[config.mk]
export PLATFORM = sky130hd
export DESIGN_NAME = at_response_parser
export DESIGN_NICKNAME = d
export VERILOG_FILES = /design/src/rtl/atrp_pkg.sv /design/src/rtl/at_response_parser.sv /design/src/rtl/atrp_step.sv
export SDC_FILE = /design/constraint.sdc
export NUM_CORES = 1
export LEC_CHECK = 0
export CAP_MARGIN = 20
export CORE_MARGIN = 4
export CORE_UTILIZATION = 50
export CTS_BUF_LIST = sky130_fd_sc_hd__clkbuf_4
export DETAILED_ROUTE_END_ITERATION = 8
export DONT_BUFFER_PORTS = 1
export PLACE_DENSITY_LB_ADDON = 0.2
export SKIP_LAST_GASP = 1
export SYNTH_ARGS = -nofsm -noshare
export SYNTH_HDL_FRONTEND = slang
export SYNTH_HIERARCHICAL = 1
export SYNTH_SLANG_ARGS = --single-unit
[constraint.sdc]
create_clock -name clk -period 3.5 [get_ports clk]
set_input_delay 0.175 -clock clk [delete_from_list [all_inputs] [get_ports clk]]
set_output_delay 0.175 -clock clk [all_outputs]
set_load 0.05 [all_outputs]
[src/rtl/atrp_pkg.sv]
// ----------------------------------------------------------------------------
// atrp_pkg: shared types and constants of the AT response parser
// Parser state codes, status codes, mode codes, character constants and the
// result record carried from the step logic to the output register.
// ----------------------------------------------------------------------------
package atrp_pkg;

  // parser states; codes 6 and 23..31 are never entered
  typedef enum logic [4:0] {
    PS_IDLE       = 5'd0,   // waiting for the leading CR
    PS_LEAD_LF    = 5'd1,   // leading LF
    PS_BODY       = 5'd2,   // first character after CR LF
    PS_OK_K       = 5'd3,   // got 'O', expecting 'K'
    PS_END_CR     = 5'd4,   // CR after OK or ERROR
    PS_END_LF     = 5'd5,   // final LF
    PS_ERR_R1     = 5'd7,
    PS_ERR_R2     = 5'd8,
    PS_ERR_O      = 5'd9,
    PS_ERR_R3     = 5'd10,
    PS_INFO       = 5'd11,  // information or raw line text
    PS_INFO_LF    = 5'd12,
    PS_INFO_NEXT  = 5'd13,  // next info line or blank line
    PS_TAIL_LF    = 5'd14,
    PS_TAIL       = 5'd15,  // OK or ERROR after info lines
    PS_SMS_HDR    = 5'd16,  // sms header text
    PS_SMS_HDR_LF = 5'd17,
    PS_SMS_BODY   = 5'd18,  // sms body text
    PS_SMS_LF     = 5'd19,
    PS_SMS_CR2    = 5'd20,
    PS_SMS_LF2    = 5'd21,
    PS_SMS_NEXT   = 5'd22   // next sms pair or final code
  } parse_state_t;

  // status codes per byte
  typedef enum logic [1:0] {
    STAT_NOT_READY = 2'd0,
    STAT_OK        = 2'd1,
    STAT_ERROR     = 2'd2
  } status_t;

  // line store action of one byte
  typedef enum logic [1:0] {
    ACT_NONE  = 2'd0,
    ACT_PUT   = 2'd1,  // capture a character
    ACT_END   = 2'd2,  // terminate the line
    ACT_CLEAR = 2'd3   // new response, clear the line count
  } action_t;

  // command mode codes; code 3 matches none of them
  localparam logic [1:0] MODE_USUAL   = 2'd0;
  localparam logic [1:0] MODE_SMS     = 2'd1;
  localparam logic [1:0] MODE_SPECIAL = 2'd2;

  // characters
  localparam logic [7:0] CH_CR    = 8'h0d;
  localparam logic [7:0] CH_LF    = 8'h0a;
  localparam logic [7:0] CH_O     = 8'h4f;
  localparam logic [7:0] CH_K     = 8'h4b;
  localparam logic [7:0] CH_E     = 8'h45;
  localparam logic [7:0] CH_R     = 8'h52;
  localparam logic [7:0] CH_PLUS  = 8'h2b;
  localparam logic [7:0] CH_NUL   = 8'h00;
  localparam logic [7:0] PRINT_LO = 8'd32;
  localparam logic [7:0] PRINT_HI = 8'd126;

  // one result transaction
  typedef struct packed {
    logic [3:0] lines_captured;
    logic [7:0] store_char;
    logic [5:0] store_col;
    logic [2:0] store_line;
    logic       store_valid;
    status_t    status;
  } result_t;

endpackage

[src/rtl/at_response_parser.sv]
// ----------------------------------------------------------------------------
// at_response_parser: AT command response parser, top level
// Input byte register, parser state registers and output result register.
// ----------------------------------------------------------------------------
// Takes one received modem byte per transaction on the s_ side and returns
// one result transaction per byte on the m_ side: a status (not ready, ok,
// error), an optional capture into a line store of MAX_LINES lines by
// LINE_SIZE columns, and the number of lines captured so far. The block
// accepts one byte every clock cycle when the output side keeps up. A byte
// is held in the input register while the combinational state transition
// works on it, and its result is loaded into the result register once the
// output side can take it and is offered from there on the m_ side. The
// state transition of one byte feeds the next byte directly, which sets the
// one-byte-per-cycle rate. command_mode is written through cfg_we /
// cfg_wdata; the user must write it only while no transaction is in
// flight, and the block itself does not enforce this.
module at_response_parser #(
  parameter int MAX_LINES = 8,
  parameter int LINE_SIZE = 64
) (
  input  logic        clk,
  input  logic        rst,
  // configuration
  input  logic        cfg_we,
  input  logic [1:0]  cfg_wdata,    // [1:0] command_mode
  // received bytes
  input  logic        s_tvalid,
  output logic        s_tready,
  input  logic [7:0]  s_tdata,      // [7:0] rx_byte
  // results
  output logic        m_tvalid,
  input  logic        m_tready,
  // [1:0] status, [2] store_valid, [5:3] store_line, [11:6] store_col,
  // [19:12] store_char, [23:20] lines_captured
  output logic [23:0] m_tdata
);

  localparam int CW = $clog2(LINE_SIZE);
  localparam int LW = $clog2(MAX_LINES + 1);

  logic                   in_valid;
  logic [7:0]             in_byte;
  logic                   out_valid;
  atrp_pkg::result_t      out_res;
  logic [1:0]             command_mode;
  atrp_pkg::parse_state_t parse_state;
  atrp_pkg::parse_state_t parse_state_next;
  logic [CW-1:0]          column;
  logic [CW-1:0]          column_next;
  logic [LW-1:0]          line_num;
  logic [LW-1:0]          line_num_next;
  atrp_pkg::result_t      res;
  logic                   advance;

  assign advance  = in_valid && (!out_valid || m_tready);
  assign s_tready = !in_valid || advance;
  assign m_tvalid = out_valid;
  assign m_tdata  = out_res;

  // configuration register
  always_ff @(posedge clk) begin
    if (rst) begin
      command_mode <= atrp_pkg::MODE_USUAL;
    end else if (cfg_we) begin
      command_mode <= cfg_wdata;
    end
  end

  // input byte register
  always_ff @(posedge clk) begin
    if (rst) begin
      in_valid <= 1'b0;
    end else if (s_tvalid && s_tready) begin
      in_valid <= 1'b1;
    end else if (advance) begin
      in_valid <= 1'b0;
    end
  end

  always_ff @(posedge clk) begin
    if (s_tvalid && s_tready) begin
      in_byte <= s_tdata;
    end
  end

  // state transition for the registered byte
  atrp_step #(
    .MAX_LINES (MAX_LINES),
    .LINE_SIZE (LINE_SIZE)
  ) u_step (
    .rx_byte          (in_byte),
    .command_mode     (command_mode),
    .parse_state      (parse_state),
    .column           (column),
    .line_num         (line_num),
    .parse_state_next (parse_state_next),
    .column_next      (column_next),
    .line_num_next    (line_num_next),
    .res              (res)
  );

  // parser state
  always_ff @(posedge clk) begin
    if (rst) begin
      parse_state <= atrp_pkg::PS_IDLE;
      column      <= '0;
      line_num    <= '0;
    end else if (advance) begin
      parse_state <= parse_state_next;
      column      <= column_next;
      line_num    <= line_num_next;
    end
  end

  // result register
  always_ff @(posedge clk) begin
    if (rst) begin
      out_valid <= 1'b0;
    end else if (advance) begin
      out_valid <= 1'b1;
    end else if (m_tready) begin
      out_valid <= 1'b0;
    end
  end

  always_ff @(posedge clk) begin
    if (advance) begin
      out_res <= res;
    end
  end

  // line count stays within the store
  a_line_bound: assert property (@(posedge clk) disable iff (rst)
    32'(line_num) <= 32'(MAX_LINES))
    else $error("line count beyond store");

  // column stays within a line
  a_col_bound: assert property (@(posedge clk) disable iff (rst)
    32'(column) < 32'(LINE_SIZE))
    else $error("column beyond line size");

  // an error byte never captures a character
  a_err_no_store: assert property (@(posedge clk) disable iff (rst)
    (out_valid && out_res.status == atrp_pkg::STAT_ERROR) |-> !out_res.store_valid)
    else $error("capture on error byte");

  // a completed response returns the parser to idle
  a_ok_idle: assert property (@(posedge clk) disable iff (rst)
    (advance && res.status == atrp_pkg::STAT_OK) |=> parse_state == atrp_pkg::PS_IDLE)
    else $error("parser not idle after ok");

endmodule

[src/rtl/atrp_step.sv]
// ----------------------------------------------------------------------------
// atrp_step: next-state and capture logic for one received byte
// Decodes the byte against the parser state and command mode, and works out
// the next state, column, line count and the result transaction.
// ----------------------------------------------------------------------------
module atrp_step #(
  parameter int MAX_LINES = 8,
  parameter int LINE_SIZE = 64,
  localparam int CW = $clog2(LINE_SIZE),
  localparam int LW = $clog2(MAX_LINES + 1)
) (
  input  logic [7:0]             rx_byte,
  input  logic [1:0]             command_mode,
  input  atrp_pkg::parse_state_t parse_state,
  input  logic [CW-1:0]          column,
  input  logic [LW-1:0]          line_num,
  output atrp_pkg::parse_state_t parse_state_next,
  output logic [CW-1:0]          column_next,
  output logic [LW-1:0]          line_num_next,
  output atrp_pkg::result_t      res
);

  logic                printable;
  logic                line_room;
  logic                col_room;
  atrp_pkg::status_t   status;
  atrp_pkg::action_t   act;
  logic [7:0]          put_value;
  logic [31:0]         col_ext;
  logic [31:0]         line_ext;
  logic [31:0]         line_next_ext;

  assign printable = (rx_byte >= atrp_pkg::PRINT_LO) && (rx_byte <= atrp_pkg::PRINT_HI);
  assign line_room = 32'(line_num) < 32'(MAX_LINES);
  assign col_room  = 32'(column) < 32'(LINE_SIZE - 1);

  // next state
  always_comb begin
    parse_state_next = parse_state;
    unique case (parse_state)
      atrp_pkg::PS_IDLE: begin
        if (rx_byte == atrp_pkg::CH_CR) parse_state_next = atrp_pkg::PS_LEAD_LF;
      end
      atrp_pkg::PS_LEAD_LF: begin
        if (rx_byte == atrp_pkg::CH_LF) begin
          parse_state_next = (command_mode == atrp_pkg::MODE_SPECIAL) ?
                             atrp_pkg::PS_INFO : atrp_pkg::PS_BODY;
        end
      end
      atrp_pkg::PS_BODY, atrp_pkg::PS_TAIL, atrp_pkg::PS_SMS_NEXT: begin
        if (rx_byte == atrp_pkg::CH_O) begin
          parse_state_next = atrp_pkg::PS_OK_K;
        end else if (rx_byte == atrp_pkg::CH_E) begin
          parse_state_next = atrp_pkg::PS_ERR_R1;
        end else if (rx_byte == atrp_pkg::CH_PLUS) begin
          if (parse_state == atrp_pkg::PS_SMS_NEXT) begin
            parse_state_next = atrp_pkg::PS_SMS_HDR;
          end else if (parse_state == atrp_pkg::PS_BODY) begin
            if (command_mode == atrp_pkg::MODE_USUAL) parse_state_next = atrp_pkg::PS_INFO;
            else if (command_mode == atrp_pkg::MODE_SMS) parse_state_next = atrp_pkg::PS_SMS_HDR;
          end
        end
      end
      atrp_pkg::PS_OK_K: begin
        if (rx_byte == atrp_pkg::CH_K) parse_state_next = atrp_pkg::PS_END_CR;
      end
      atrp_pkg::PS_END_CR: begin
        if (rx_byte == atrp_pkg::CH_CR) parse_state_next = atrp_pkg::PS_END_LF;
      end
      atrp_pkg::PS_END_LF: begin
        if (rx_byte == atrp_pkg::CH_LF) parse_state_next = atrp_pkg::PS_IDLE;
      end
      atrp_pkg::PS_ERR_R1: begin
        if (rx_byte == atrp_pkg::CH_R) parse_state_next = atrp_pkg::PS_ERR_R2;
      end
      atrp_pkg::PS_ERR_R2: begin
        if (rx_byte == atrp_pkg::CH_R) parse_state_next = atrp_pkg::PS_ERR_O;
      end
      atrp_pkg::PS_ERR_O: begin
        if (rx_byte == atrp_pkg::CH_O) parse_state_next = atrp_pkg::PS_ERR_R3;
      end
      atrp_pkg::PS_ERR_R3: begin
        if (rx_byte == atrp_pkg::CH_R) parse_state_next = atrp_pkg::PS_END_CR;
      end
      atrp_pkg::PS_INFO, atrp_pkg::PS_SMS_BODY: begin
        if (!printable && rx_byte == atrp_pkg::CH_CR) begin
          parse_state_next = (parse_state == atrp_pkg::PS_INFO) ?
                             atrp_pkg::PS_INFO_LF : atrp_pkg::PS_SMS_LF;
        end
      end
      atrp_pkg::PS_INFO_LF: begin
        if (rx_byte == atrp_pkg::CH_LF) parse_state_next = atrp_pkg::PS_INFO_NEXT;
      end
      atrp_pkg::PS_INFO_NEXT: begin
        if (rx_byte == atrp_pkg::CH_PLUS && command_mode == atrp_pkg::MODE_USUAL) begin
          parse_state_next = atrp_pkg::PS_INFO;
        end else if (rx_byte == atrp_pkg::CH_CR) begin
          parse_state_next = atrp_pkg::PS_TAIL_LF;
        end
      end
      atrp_pkg::PS_TAIL_LF: begin
        if (rx_byte == atrp_pkg::CH_LF) parse_state_next = atrp_pkg::PS_TAIL;
      end
      atrp_pkg::PS_SMS_HDR: begin
        if (!printable && rx_byte == atrp_pkg::CH_CR) parse_state_next = atrp_pkg::PS_SMS_HDR_LF;
      end
      atrp_pkg::PS_SMS_HDR_LF: begin
        if (rx_byte == atrp_pkg::CH_LF) parse_state_next = atrp_pkg::PS_SMS_BODY;
      end
      atrp_pkg::PS_SMS_LF: begin
        if (rx_byte == atrp_pkg::CH_LF) parse_state_next = atrp_pkg::PS_SMS_CR2;
      end
      atrp_pkg::PS_SMS_CR2: begin
        if (rx_byte == atrp_pkg::CH_CR) parse_state_next = atrp_pkg::PS_SMS_LF2;
      end
      atrp_pkg::PS_SMS_LF2: begin
        if (rx_byte == atrp_pkg::CH_LF) parse_state_next = atrp_pkg::PS_SMS_NEXT;
      end
      default: parse_state_next = atrp_pkg::PS_IDLE;
    endcase
  end

  // status and line store action
  always_comb begin
    status = atrp_pkg::STAT_NOT_READY;
    act    = atrp_pkg::ACT_NONE;
    unique case (parse_state)
      atrp_pkg::PS_IDLE: begin
        if (rx_byte == atrp_pkg::CH_CR) act = atrp_pkg::ACT_CLEAR;
      end
      atrp_pkg::PS_LEAD_LF, atrp_pkg::PS_INFO_LF, atrp_pkg::PS_TAIL_LF,
      atrp_pkg::PS_SMS_LF, atrp_pkg::PS_SMS_LF2: begin
        if (rx_byte != atrp_pkg::CH_LF) status = atrp_pkg::STAT_ERROR;
      end
      atrp_pkg::PS_BODY, atrp_pkg::PS_TAIL, atrp_pkg::PS_SMS_NEXT: begin
        if (rx_byte != atrp_pkg::CH_O && rx_byte != atrp_pkg::CH_E &&
            rx_byte != atrp_pkg::CH_PLUS) begin
          status = atrp_pkg::STAT_ERROR;
        end else if (rx_byte == atrp_pkg::CH_PLUS && parse_state == atrp_pkg::PS_TAIL) begin
          status = atrp_pkg::STAT_ERROR;
        end
      end
      atrp_pkg::PS_OK_K: begin
        if (rx_byte != atrp_pkg::CH_K) status = atrp_pkg::STAT_ERROR;
      end
      atrp_pkg::PS_END_CR, atrp_pkg::PS_SMS_CR2: begin
        if (rx_byte != atrp_pkg::CH_CR) status = atrp_pkg::STAT_ERROR;
      end
      atrp_pkg::PS_END_LF: begin
        status = (rx_byte == atrp_pkg::CH_LF) ? atrp_pkg::STAT_OK : atrp_pkg::STAT_ERROR;
      end
      atrp_pkg::PS_ERR_R1, atrp_pkg::PS_ERR_R2, atrp_pkg::PS_ERR_R3: begin
        if (rx_byte != atrp_pkg::CH_R) status = atrp_pkg::STAT_ERROR;
      end
      atrp_pkg::PS_ERR_O: begin
        if (rx_byte != atrp_pkg::CH_O) status = atrp_pkg::STAT_ERROR;
      end
      atrp_pkg::PS_INFO, atrp_pkg::PS_SMS_BODY: begin
        if (printable) act = atrp_pkg::ACT_PUT;
        else if (rx_byte == atrp_pkg::CH_CR) act = atrp_pkg::ACT_END;
        else status = atrp_pkg::STAT_ERROR;
      end
      atrp_pkg::PS_INFO_NEXT: begin
        if (!((rx_byte == atrp_pkg::CH_PLUS && command_mode == atrp_pkg::MODE_USUAL) ||
              rx_byte == atrp_pkg::CH_CR)) begin
          status = atrp_pkg::STAT_ERROR;
        end
      end
      atrp_pkg::PS_SMS_HDR: begin
        if (printable) act = atrp_pkg::ACT_PUT;
        else if (rx_byte != atrp_pkg::CH_CR) status = atrp_pkg::STAT_ERROR;
      end
      atrp_pkg::PS_SMS_HDR_LF: begin
        // the newline between header and body is captured too
        if (rx_byte == atrp_pkg::CH_LF) act = atrp_pkg::ACT_PUT;
        else status = atrp_pkg::STAT_ERROR;
      end
      default: begin
        status = atrp_pkg::STAT_NOT_READY;
      end
    endcase
  end

  // line store bookkeeping
  always_comb begin
    column_next     = column;
    line_num_next   = line_num;
    res             = '0;
    res.status      = status;
    put_value       = atrp_pkg::CH_NUL;
    col_ext         = 32'(column);
    line_ext        = 32'(line_num);
    case (act)
      atrp_pkg::ACT_PUT: begin
        if (line_room && col_room) begin
          res.store_valid = 1'b1;
          put_value       = rx_byte;
          column_next     = CW'(column + 1'b1);
        end
      end
      atrp_pkg::ACT_END: begin
        if (line_room) begin
          res.store_valid = 1'b1;
          column_next     = '0;
          line_num_next   = LW'(line_num + 1'b1);
        end
      end
      atrp_pkg::ACT_CLEAR: line_num_next = '0;
      default: line_num_next = line_num;
    endcase
    if (res.store_valid) begin
      res.store_line = line_ext[2:0];
      res.store_col  = col_ext[5:0];
      res.store_char = put_value;
    end
    line_next_ext      = 32'(line_num_next);
    res.lines_captured = line_next_ext[3:0];
  end

endmodule
[Word level (Yosys, flattened, before mapping)]
Index checks and enable logic that the tools add are counted.
W data, S select, Z words.
Storage, ports and cells
  bits in registers: 51
  bits in latches: 0
  RAM bits: 0
  memory bits (read-only): 0
  output and inout port bits: 26
  logic and storage cells: 171
  memories kept: 0
Cells by class
  add/sub/neg operators: 2
  multiply operators: 0
  div/mod/pow operators: 0
  $lt $le $gt $ge: 4
  eq/ne operators: 63
  shift operators: 0
  multiplexer cells: 61
  bitwise gates (word level): 0
  reductions and logical operators: 28
Operators with widths (number)
  $mux W5: 27
  $pmux W5 S19: 1
  $eq A5 B4 Y1 const B: 8
  $ne A2 B1 Y1 const B: 19
  $eq A5 B5 Y1 const B: 7
  $eq A8 B7 Y1 const B: 4
  $mux W2: 16
  $ne A8 B7 Y1 const B: 4
  $pmux W2 S11: 1
  $reduce_and A22 Y1: 1
  $eq A8 B4 Y1 const B: 2
  $ne A8 B4 Y1 const B: 2
  $eq A5 B3 Y1 const B: 3
  $mux W6: 2
  $pmux W6 S2: 1
  $eq A5 B2 Y1 const B: 2
  $logic_and A1 B1 Y1: 9
  $eq A8 B6 Y1 const B: 1
  $ge A8 B6 Y1 const B: 1
  $le A8 B7 Y1 const B: 1
  $mux W1: 8
  $mux W4: 2
  $ne A8 B6 Y1 const B: 1
  $pmux W2 S4: 1
  other kinds (23): 34

[Longest topological paths before layout]
  depth after elaboration: 9
  depth in mapped cells: 16
  depth with buffers taken out: 13

[By module]
The synthesis kept the hierarchy.
By module, submodules not included
  at_response_parser: instances 1, cells each 113, area each 1796.7 µm²
  atrp_step: instances 1, cells each 263, area each 1692.9 µm²

[Worst setup path after synthesis]
OpenSTA, ideal clock, no wires.
  path kind: reg2reg
  start: register in_byte[4]
  end: register out_res (netlist bit m_tdata[10]) (data pin)
  library setup time: 0.279 ns
  data arrival time: 2.760 ns
  slack: 0.461 ns
  stages on the path, launching flop included: 13
  cells stage by stage: edfxtp_1 buf_6 or4b_4 buf_6 nor2_1 a32oi_1 o21a_1 ha_1 inv_1 and3_1 clkbuf_1 a31oi_1 nor2b_1
On the way
  longest elaborated chain between the ends: 6
  elaborated cells on any way between the ends: 14
  those cells by class: order compare (2); eq/ne (4); mux (7); reduce/logical (1)
Ends and longest elaborated chain
  start: declaration: line at_response_parser.sv:42  | logic [7:0] in_byte;
  start signal: assignment: line at_response_parser.sv:82  | in_byte <= s_tdata;
  $ge A8 B6 Y1 (tied with other cells): line atrp_step.sv:33  | assign printable = (rx_byte >= atrp_pkg::PRINT_LO) && (rx_byte <= atrp_pkg::PRINT_HI);
  $logic_and A1 B1 Y1 or $mux W2 (tied branches): line atrp_step.sv:33, atrp_step.sv:160
  $mux W1 or $mux W2 (tied branches): line atrp_step.sv:170, atrp_step.sv:159
  $pmux W2 S4 (*): line atrp_step.sv:127  | unique case (parse_state)
  $eq A2 B2 Y1 or $eq A2 B1 Y1 (tied branches): line atrp_step.sv:193  | case (act)
  $pmux W1 S2 (*): line atrp_step.sv:193
  end signal: assignment: line at_response_parser.sv:128  | out_res <= res;
  end: declaration: line at_response_parser.sv:44  | atrp_pkg::result_t out_res;
Mark *: on every way between the ends. The rest lies on a longest branch, timed or not.
A chain may end at the register's enable or synchronous reset.

[Worst setup path after layout]
  start: register in_byte[5]
  end: register column[5]
On the way
  elaborated cells on any way between the ends: 18
  those cells by class: order compare (2); eq/ne (6); mux (7); reduce/logical (3)
RTL lines
  $ge A8 B6 Y1 (tied with other cells): line atrp_step.sv:33
  $logic_and A1 B1 Y1 or $mux W2 (tied branches): line atrp_step.sv:33, atrp_step.sv:160
  $mux W1 or $mux W2 (tied branches): line atrp_step.sv:170, atrp_step.sv:159
  $pmux W2 S4 (*): line atrp_step.sv:127
  $eq A2 B2 Y1 or $eq A2 B1 Y1 (tied branches): line atrp_step.sv:193
  $pmux W6 S2 (*): line atrp_step.sv:193
  via column_next[5]: line at_response_parser.sv:49  | logic [CW-1:0] column_next;
  end signal: assignment: line at_response_parser.sv:110  | column <= column_next;
  end: declaration: line at_response_parser.sv:48  | logic [CW-1:0] column;
Mark *: on every way through the listed nets, which the timed path passes. The rest lies on a longest branch.

==> run_results.csv <==
group,metric,value,unit
finish,areaGrowthSynthToFinish,7.49,%
synthesis,synth_warnings,6,
synthesis,ys.flop_type,"edfxtp_1",
worst_setup_path,cp_top_family,"simple AND/OR/NAND/NOR gates",
clock_network,cts_tree,"built",
route,drt-pass1-iter-count,6,
sta,tightest_slew,1.07,ns
route,drc,0,
route,wl_per_cell,17.9,um
route,vias,2939,
synthesis,synth_edf_count,32,
finish,multi_input_area,1940,um^2
finish,diodes,0,
sta,skew,0.0226,ns
run,maxCapViolCount,0,
synthesis,avgSynthCellArea,9.28,um^2
worst_setup_path,critical_path.max_stage_delay,0.63,ns
global_route,grt_use_total,21.0,%
finish,num-fill-cells,617,
worst_hold_path,hp-class,"in -> reg",
route,ant_nets,0,
synthesis,yosys.area_share.simple,29.1,%
synthesis,synthTopCellsByArea,"edfxtp_1 (28%), dfxtp_1 (11%), mux2i_1 (6.0%)",
worst_setup_path,cp-end-kind,"register",
clock_network,clock_latency,0.37,ns
worst_setup_path,crit_slowest_cell,"or4b_4",
sta,finalCriticalPeriod,3.03,ns
worst_setup_path,cpMostUsedCell,"nand2_1",
worst_setup_path,path_cells,"or4b_4 -> nor2_1 -> a32oi_1 -> o21a_1 -> ha_1 -> inv_1 -> nand2_1 -> or4_1 -> nand2_1 -> nand2b_1 -> mux2i_1",
synthesis,synth_nets,396,
synthesis,synth-seq-cells,51,
sta,setup_violations,0,
worst_setup_path,worst-path-buf-inv,1,
synthesis,synthArstFlopShare,0,%
synthesis,netlist.area_leader.share,27.5,%
synthesis,synthAdderAreaFrac,1.79,%
power,powerDensity,287,nW/um^2
die,design.die.area,8380,um^2
global_route,grt_overflow,0,
route,postRouteWirelength,8560,um
die,coreArea,6790,um^2
clock_network,clockBufferDepth,2,
global_route,grt_pass1_vias,2652,
global_route,grt_max_degree,35,
sta,whs,0.273,ns
placed_design,portBuffers,0,
die,die_h,91.5,um
synthesis,synthCells,376,
die,io_pins,41,
worst_setup_path,arrival,3.35,ns
placed_design,gp_congestion,0.949,
placed_design,post-place-ws,0.508,ns
sta,hold_viol,0,
worst_setup_path,cp-start-kind,"register",
clock_network,root_buffer,"clkbuf_4",
worst_setup_path,cp_max_fo,10,
die,initial_core_util,51.4,%
sta,relSlewSlack,28.9,%
power,power.leakage,0.00125,uW
clock_network,cts_resized,0,
die,die_w,91.5,um
sta,max_freq,0.330,GHz
synthesis,synth_compound_area_share,16.7,%
die,rows,30,
global_route,grt_pass1_wl,14200,um
synthesis,synth_top_family_by_area,"simple AND/OR/NAND/NOR gates",
clock_network,cts_buffers,5,
synthesis,synth.area.mux_share,6.35,%
synthesis,synth_top_area_cell,"edfxtp_1",
run_status,status,"finished clean",
finish,regArea,1340,um^2
clock_network,htree_num_levels,2,
worst_setup_path,cp_data_required_time,3.82,ns
placed_design,dpl.hpwl,6160,um
finish,fin_nets,401,
clock_network,clkSinkCount,51,
synthesis,synth_cell_types,69,
clock_network,clk_pin_slew,0.16,ns
global_route,antenna_found_initial,0,
synthesis,seq_area_frac_synth,38.4,%
sta,finalMaxSlewViolations,0,
finish,final_cell_mix,"nand2b_1 (32), edfxtp_1 (32), nand2_1 (27)",
route,drt_iter0_drc,230,
synthesis,synth_xor_area_share,1.51,%
synthesis,synth_area,3490,um^2
route,drt-vias-per-instance,6.15,
sta,setup-tns-final,0,ns
sta,grt_setup_unrepaired,"no",
sta,min_period_over_period,86.6,%
power,vdd_ir_drop_max,0.134,mV
worst_setup_path,crit_type,"reg -> reg",
finish,layout-drive-gt1-share,9.16,%
sta,timing.final.ws_setup,0.470,ns
through the flow:
stage          cell area [um^2]  power (uW)  util, %  std cells
3_5_place_dp               3540         791     52.1        455
4_1_cts                    3750        1090     55.2        478
6_report                   3750        1080     55.2        478
2_1_floorplan              3490         784        -        376
5_1_grt                    3750        1120     55.2        478
3_3_place_gp               3540         789     52.1        455
power breakdown:
| part | switching [uW] | total [uW] | internal, uW |
|---|---|---|---|
| Clock | 192 | 279 | 87.3 |
| Combinational | 34.7 | 70.5 | 35.8 |
| Sequential | 66.3 | 726 | 660 |
| Total | 293 | 1080 | 783 |
logic make-up (layout without fill, tap and decap cells):
family	count (synthesis)	after routing
flops	51	51
simple gates	167	167
buf+inv	41	47
mux	22	22
xor+xnor	6	6
fa+ha+maj	5	5
compound gates	84	84
metal layers:
metal	track usage, %	vias up	part of all wire [%]
li1	-	1397	-
met1	32.0	1391	48
met2	30.7	133	44
met3	3.15	18	6.2
met4	5.53	0	2.0
met5	0	-	0
timing repair:
| action | 4_1_cts | 5_1_grt |
|---|---|---|
| buffers inserted | 0 | 0 |
| setup endpoints to repair | 0 | 0 |
| hold endpoints to repair | 27 | 0 |
| hold buffers | 15 | 0 |
cell usage after synthesis (4+ instances only):
cell,number
edfxtp_1,32
nand2b_1,32
nand2_1,27
mux2i_1,21
dfxtp_1,19
a21oi_1,18
nor2_1,18
clkbuf_1,17
o21ai_0,14
nor2b_1,13
nand3_1,12
and2_1,11
inv_1,10
nor3_1,7
o31ai_1,6
buf_4,5
ha_1,5
a21boi_0,4
and3_1,4
nand4_1,4
nor3b_1,4
nor4_1,4
flip-flops by register name (all words and copies together), names as in the netlist:
register      count
in_byte           8
column            6
in_valid          1
m_tdata          24
parse_state       5
command_mode      2
m_tvalid          1
line_num          4
layout make-up:
class	instances	area share, %
Clock buffer	6	1.20
Clock inverter	2	0.367
Inverter	10	1.00
Multi-Input combinational cell	284	51.7
Sequential cell	51	35.8
Tap cell	96	3.20
Timing Repair Buffer	29	6.80
path summary, 6_finish.rpt:
check | from | end | slack, ns | cells after the start
setup / recovery | in_byte[5]$_DFFE_PP_ | column[5]$_SDFFE_PP0P_ | 0.47 | 11
hold / removal | s_tvalid | in_byte[3]$_DFFE_PP_ | 0.27 | 2
setup reg to reg | in_byte[5]$_DFFE_PP_ | column[5]$_SDFFE_PP0P_ | 0.47 | 11
hold reg to reg | in_valid$_SDFFE_PP0P_ | m_tvalid$_SDFFE_PP0P_ | 0.53 | 2
Power figures use the tool's default switching activity.
